**src/design/swm_pkg.sv**
```systemverilog
// swm_pkg: shared types for the sliding window median core
// sample type, controller state encoding and controller/datapath command and status bundles
// no dependencies
`default_nettype none

package swm_pkg;

	localparam int SAMPLE_W = 16;

	typedef logic signed [SAMPLE_W-1:0] sample_t;

	typedef enum logic [1:0] {
		ST_IDLE,
		ST_DEL,
		ST_INS,
		ST_OUT
	} swm_state_t;

	typedef struct packed {
		logic load_x;
		logic del;
		logic ins;
		logic load_out;
	} swm_cmd_t;

	typedef struct packed {
		logic out_free;
	} swm_status_t;

endpackage

`default_nettype wire

```
**src/design/swm_ctrl.sv**
```systemverilog
// swm_ctrl: sequencer for one request, capture, delete oldest, insert newest, publish
// depends on swm_pkg
`default_nettype none

module swm_ctrl (
	input  wire logic                clk,
	input  wire logic                arst_n,
	input  wire logic                s_tvalid,
	output logic                     s_tready,
	input  wire swm_pkg::swm_status_t status,
	output swm_pkg::swm_cmd_t        cmd
);
	import swm_pkg::*;

	swm_state_t state_q;
	swm_state_t state_d;

	always_ff @(posedge clk or negedge arst_n) begin
		if (!arst_n) begin
			state_q <= ST_IDLE;
		end else begin
			state_q <= state_d;
		end
	end

	always_comb begin
		state_d      = state_q;
		s_tready     = 1'b0;
		cmd          = '0;
		unique case (state_q)
			ST_IDLE: begin
				s_tready = 1'b1;
				if (s_tvalid) begin
					cmd.load_x = 1'b1;
					state_d    = ST_DEL;
				end
			end
			ST_DEL: begin
				cmd.del = 1'b1;
				state_d = ST_INS;
			end
			ST_INS: begin
				cmd.ins = 1'b1;
				state_d = ST_OUT;
			end
			ST_OUT: begin
				if (status.out_free) begin
					cmd.load_out = 1'b1;
					state_d      = ST_IDLE;
				end
			end
			default: begin
				state_d = ST_IDLE;
			end
		endcase
	end

endmodule

`default_nettype wire

```
**src/design/swm_datapath.sv**
```systemverilog
// swm_datapath: age-ordered window, sorted row of cells and output register
// depends on swm_pkg
`default_nettype none

module swm_datapath #(
	parameter int WINDOW_LEN = 30
) (
	input  wire logic                 clk,
	input  wire logic                 arst_n,
	input  wire swm_pkg::swm_cmd_t    cmd,
	output swm_pkg::swm_status_t      status,
	input  wire swm_pkg::sample_t     sample,
	output swm_pkg::sample_t          median,
	output logic                      median_valid,
	input  wire logic                 median_ready
);
	import swm_pkg::*;

	localparam int MID = WINDOW_LEN / 2;

	sample_t age_q    [WINDOW_LEN];
	sample_t sorted_q [WINDOW_LEN];
	sample_t del_d    [WINDOW_LEN];
	sample_t ins_d    [WINDOW_LEN];
	sample_t x_q;
	sample_t median_q;
	logic    valid_q;
	logic    [WINDOW_LEN-1:0] lt;
	sample_t oldest;

	assign oldest = age_q[WINDOW_LEN-1];

	// remove one copy of the oldest sample, upper cells shift down
	always_comb begin
		for (int i = 0; i < WINDOW_LEN - 1; i++) begin
			del_d[i] = (sorted_q[i] >= oldest) ? sorted_q[i+1] : sorted_q[i];
		end
		del_d[WINDOW_LEN-1] = sorted_q[WINDOW_LEN-1];
	end

	// insert new sample into the lower cells, top cell is free
	always_comb begin
		for (int i = 0; i < WINDOW_LEN - 1; i++) begin
			lt[i] = sorted_q[i] < x_q;
		end
		lt[WINDOW_LEN-1] = 1'b0;
		ins_d[0] = lt[0] ? sorted_q[0] : x_q;
		for (int i = 1; i < WINDOW_LEN; i++) begin
			if (lt[i]) begin
				ins_d[i] = sorted_q[i];
			end else if (lt[i-1]) begin
				ins_d[i] = x_q;
			end else begin
				ins_d[i] = sorted_q[i-1];
			end
		end
	end

	always_ff @(posedge clk or negedge arst_n) begin
		if (!arst_n) begin
			for (int i = 0; i < WINDOW_LEN; i++) begin
				age_q[i]    <= '0;
				sorted_q[i] <= '0;
			end
		end else begin
			if (cmd.del) begin
				for (int i = 0; i < WINDOW_LEN; i++) begin
					sorted_q[i] <= del_d[i];
				end
			end else if (cmd.ins) begin
				for (int i = 0; i < WINDOW_LEN; i++) begin
					sorted_q[i] <= ins_d[i];
				end
				age_q[0] <= x_q;
				for (int i = 1; i < WINDOW_LEN; i++) begin
					age_q[i] <= age_q[i-1];
				end
			end
		end
	end

	always_ff @(posedge clk) begin
		if (cmd.load_x) begin
			x_q <= sample;
		end
		if (cmd.load_out) begin
			median_q <= sorted_q[MID];
		end
	end

	always_ff @(posedge clk or negedge arst_n) begin
		if (!arst_n) begin
			valid_q <= 1'b0;
		end else if (cmd.load_out) begin
			valid_q <= 1'b1;
		end else if (median_ready) begin
			valid_q <= 1'b0;
		end
	end

	assign status.out_free = !valid_q || median_ready;
	assign median          = median_q;
	assign median_valid    = valid_q;

endmodule

`default_nettype wire

```
**src/design/sliding_window_median_core.sv**
```systemverilog
// sliding_window_median_core: running median over the last WINDOW_LEN samples
// depends on swm_pkg, swm_ctrl, swm_datapath
//
// input stream s_*: one signed 16-bit sample per request
// output stream m_*: one signed 16-bit median per request, the element at
// sorted rank WINDOW_LEN/2 of the window that includes the new sample
// the window is held twice, once in arrival order to find the oldest sample
// and once as a sorted row of cells; each request deletes the oldest from the
// sorted row and inserts the new sample in the next cycle
// result: the delete, insert and publish steps follow the request in order, and the
// result is registered once the output is free; a new request is taken only back in
// idle, after the capture, delete, insert and publish steps of the controller
// reset: window is all zeros, so early medians count those zeros; no result pending
// a stalled receiver holds the result in the output register; one more request
// is still taken and waits after its insert step until the register frees
`default_nettype none

module sliding_window_median_core #(
	parameter int WINDOW_LEN = 30
) (
	input  wire logic        clk,
	input  wire logic        arst_n,
	input  wire logic        s_tvalid,
	output logic             s_tready,
	input  wire logic [15:0] s_tdata,   // [15:0] sample
	output logic             m_tvalid,
	input  wire logic        m_tready,
	output logic [15:0]      m_tdata    // [15:0] median
);
	import swm_pkg::*;

	swm_cmd_t    cmd;
	swm_status_t status;
	sample_t     median;

	swm_ctrl u_ctrl (
		.clk      (clk),
		.arst_n   (arst_n),
		.s_tvalid (s_tvalid),
		.s_tready (s_tready),
		.status   (status),
		.cmd      (cmd)
	);

	swm_datapath #(
		.WINDOW_LEN (WINDOW_LEN)
	) u_datapath (
		.clk          (clk),
		.arst_n       (arst_n),
		.cmd          (cmd),
		.status       (status),
		.sample       (sample_t'(s_tdata)),
		.median       (median),
		.median_valid (m_tvalid),
		.median_ready (m_tready)
	);

	assign m_tdata = 16'(median);

endmodule

`default_nettype wire

```
**config.mk**
```make
export PLATFORM = sky130hd
export DESIGN_NAME = sliding_window_median_core
export DESIGN_NICKNAME = d
export VERILOG_FILES = /design/src/design/swm_pkg.sv /design/src/design/swm_ctrl.sv /design/src/design/swm_datapath.sv /design/src/design/sliding_window_median_core.sv
export SDC_FILE = /design/constraint.sdc
export NUM_CORES = 2
export LEC_CHECK = 0
export BUFFER_PORTS_ARGS = -buffer_cell sky130_fd_sc_hd__buf_2
export CORE_MARGIN = 3
export CORE_UTILIZATION = 50
export CTS_CLUSTER_DIAMETER = 40
export DETAILED_ROUTE_END_ITERATION = 10
export PLACE_DENSITY = 0.71
export RECOVER_POWER = 100
export SLEW_MARGIN = 20
export SYNTH_ARGS = -nofsm -noshare
export SYNTH_HDL_FRONTEND = slang
export SYNTH_SLANG_ARGS = --single-unit
```
**constraint.sdc**
```tcl
create_clock -name clk -period 5.4 [get_ports clk]
set_clock_uncertainty 0.2 [all_clocks]
set_input_delay 1.08 -clock clk [delete_from_list [all_inputs] [get_ports clk]]
set_output_delay 1.08 -clock clk [all_outputs]
set_load 0.01 [all_outputs]
```
==> run_results.csv <==
group,metric,value,unit
run_status,outcome,"finished, violations left",
run_status,violations,"capacitance limit, slew limit",
grt,grt_use_met3,11.66,%
logic_synthesis,synth.avg_cell_area,9.896,sq um
route,wl,249.3,mm
critical_path,ff2ff_path_depth,9,
hold_path,whs_endpoint,"u_datapath.x_q[8]$_DFFE_PP_",
sta,fmax,199.7,MHz
floorplanning,core,137800,sq um
clock_tree,cts_sinks,995,
placed_design,gp_congestion,0.9918,
floorplanning,fp.dieArea,143700,sq um
critical_path,cp-start-kind,"flip-flop",
logic_synthesis,postSynthCellCount,7030,
route,via_per_inst,6.943,
sta,finalSetupTns,0,ns
hold_path,hold_class,"in -> reg",
final_layout,layout-drive-gt1-share,17.38,%
route,routedWlPerCell,28.01,um
final_layout,finalNetCount,7890,
logic_synthesis,syn_nets,7953,
job,maxCapViolCount,7,
floorplanning,die_h,379.0,um
pwr,p_per_area,668.9,nW/um^2
sta,rsz0062_at_grt,"no",
grt,antenna_found_initial,17,
placed_design,hpwl,163.7,mm
sta,setup_viol,0,
floorplanning,die_w,379.0,um
logic_synthesis,synth_seq_area_share,36.02,%
critical_path,cp_data_arrival_time,5.47,ns
sta,setup_slack,0.3926,ns
floorplanning,ios,38,
logic_synthesis,ys_async_sr_fraction,96.78,%
grt,grt.busiest_layer,"met2",
critical_path,cp_data_required_time,5.86,ns
critical_path,reg2reg_from,"u_datapath.x_q[13]$_DFFE_PP_",
grt,grt_max_degree,177,
final_layout,final_area,77230,sq um
clock_tree,cts-root-buf,"clkbuf_16",
route,drc,0,
critical_path,r2r_end,"u_datapath.sorted_q[367]$_DFFE_PN0P_",
logic_synthesis,synth_cell_types,104,
clock_tree,cts_hold_buffers,0,
floorplanning,rows,136,
pwr,ir_worst_vdd,0.7765,mV
placed_design,place_area,72110,sq um
final_layout,mostFrequentLayoutCells,"962 x dfrtp_1, 902 x ha_1, 702 x nand2_1",
logic_synthesis,synthFlopType,"dfrtp_1",
logic_synthesis,yosys_warnings,0,
sta,finalHoldViolCount,0,
route,ant_nets,0,
sta,period_minus_slack,5.007,ns
clock_tree,cts_buffers,158,
critical_path,crit_type,"reg -> reg",
clock_tree,clk_latency,0.82,ns
sta,slew-limit-headroom,-97.62,%
critical_path,critPathCaptureType,"flip-flop",
logic_synthesis,synth-seq-cells,995,
sta,worst_pin_slew,2.964,ns
final_layout,layout_commonest_cell,"dfrtp_1",
final_layout,areaGrowthSynthToFinish,11.00,%
grt,grt_pass1_wl,371.7,mm
pwr,p_total,51.66,mW
hold_path,hold_depth,1,
clock_tree,cts_setup_buffers,0,
grt,grtUsageMet2,48.07,%
sta,slew_violations,454,
clock_tree,cts_tree,"done",
clock_tree,clock_path_buffers,3,
clock_tree,cts_resized,0,
logic_synthesis,netlist_area,69570,sq um
floorplanning,initial_core_util,50.48,%
clock_tree,h-tree-depth,4,
critical_path,regToRegSetupSlack,0.39,ns
placed_design,place_ws,1.103,ns
sta,fin_crit_sh,92.73,%
clock_tree,clkTransAtPathRegs,0.05,ns
pwr,leakage,34.80,nW
grt,grt_pass1_vias,58830,
route,firstDrtPassIters,9,
grt,grt_use_met1,44.38,%
critical_path,cp_max_fo,16,
route,drt-initial-drc-count,8668,
placed_design,io_buffers,37,
route,dr_total_vias,61800,
grt,grt_overflow_total,0,
grt,grt_usage,34.11,%
logic_synthesis,synth_edf_count,32,
hold_path,hp-start,"s_tdata[8]",
## flip-flops by register name (all words and copies together) (netlist names)
register / count
u_datapath.median_valid: 1
u_datapath.oldest: 16
u_datapath.age_q: 464
u_datapath.median: 16
u_ctrl.state_q: 2
u_datapath.sorted_q: 464
u_datapath.del_d: 16
u_datapath.x_q: 16
## stage by stage
| stage | cells | hold slack, ns | util, % |
|---|---|---|---|
| floorplan | 7030 | 0.2492 | - |
| global placement | 8600 | 0.2604 | 52.32 |
| detailed placement | 8600 | 0.2691 | 52.32 |
| CTS | 8887 | 0.1307 | 56.19 |
| global route | 8888 | 0.2280 | 56.01 |
| finish | 8901 | 0.2406 | 56.03 |
## worst max-delay path by stage
stage	start	to	slack [ns]	depth (start not counted)
4_1_cts	u_datapath.x_q[15]$_DFFE_PP_	u_datapath.sorted_q[400]$_DFFE_PN0P_	1.06	10
5_1_grt	u_datapath.x_q[13]$_DFFE_PP_	u_datapath.sorted_q[367]$_DFFE_PN0P_	0.38	9
3_5_place_dp	u_datapath.oldest[13]$_DFFE_PN0P_	u_datapath.sorted_q[127]$_DFFE_PN0P_	1.10	11
6_report	u_datapath.x_q[13]$_DFFE_PP_	u_datapath.sorted_q[367]$_DFFE_PN0P_	0.39	9
3_3_place_gp	u_datapath.x_q[2]$_DFFE_PP_	u_datapath.sorted_q[295]$_DFFE_PN0P_	1.20	10
2_1_floorplan	u_datapath.x_q[11]$_DFFE_PP_	u_datapath.sorted_q[471]$_DFFE_PN0P_	1.62	13
## cell families after synthesis
| group | synth area share [%] |
|---|---|
| xor+xnor | 0.05035 |
| fa+ha+maj | 16.24 |
| mux | 13.45 |
| compound gates | 17.99 |
| flops | 36.02 |
| simple gates | 12.26 |
| buf+inv | 3.989 |
## area by class of cell
| class | instances | area (sq um) |
|---|---|---|
| clock inverters | 93 | 1124 |
| inverters | 219 | 822.0 |
| well taps | 1794 | 2245 |
| diodes | 13 | 32.53 |
| repair buffers | 251 | 1958 |
| flip-flops and latches | 995 | 25060 |
| clock buffers | 194 | 4222 |
| fillers | 11800 | 60610 |
| multi-input cells | 5342 | 41760 |
## metal layers
metal	vias to the layer above	wire length, um
met5	-	135
met4	14	18660
met3	1054	34420
met2	4194	101100
met1	29880	95060
li1	26650	-
## synth_stat cells (140+ instances only)
cell type,number,share of area (%)
a21oi_1,529,3.8
a31oi_1,140,1.3
clkbuf_1,388,2.1
dfrtp_1,963,35
ha_1,903,16
inv_1,216,1.2
mux2_2,667,11
mux2i_1,177,2.5
nand2_1,706,3.8
nand4_1,204,1.8
nor2_1,203,1.1
o21ai_0,275,2.0
## critical path, stage by stage (launching register included)
cell and delay [ns]:
edfxtp_1 0.40, inv_1 0.80, clkbuf_2 0.73, ha_1 0.36, a21o_1 0.18, a21o_1 0.17, a21oi_1 0.33, a311oi_1 0.20
a31oi_2 1.05, mux2_2 0.43
## report_power, final
part           internal (mW)  switching (mW)  leakage (nW)
Combinational           11.3            16.0          19.4
Sequential              10.3            3.91          12.8
Clock                   6.08            4.04          2.59
(Power assumes the default switching activity.)
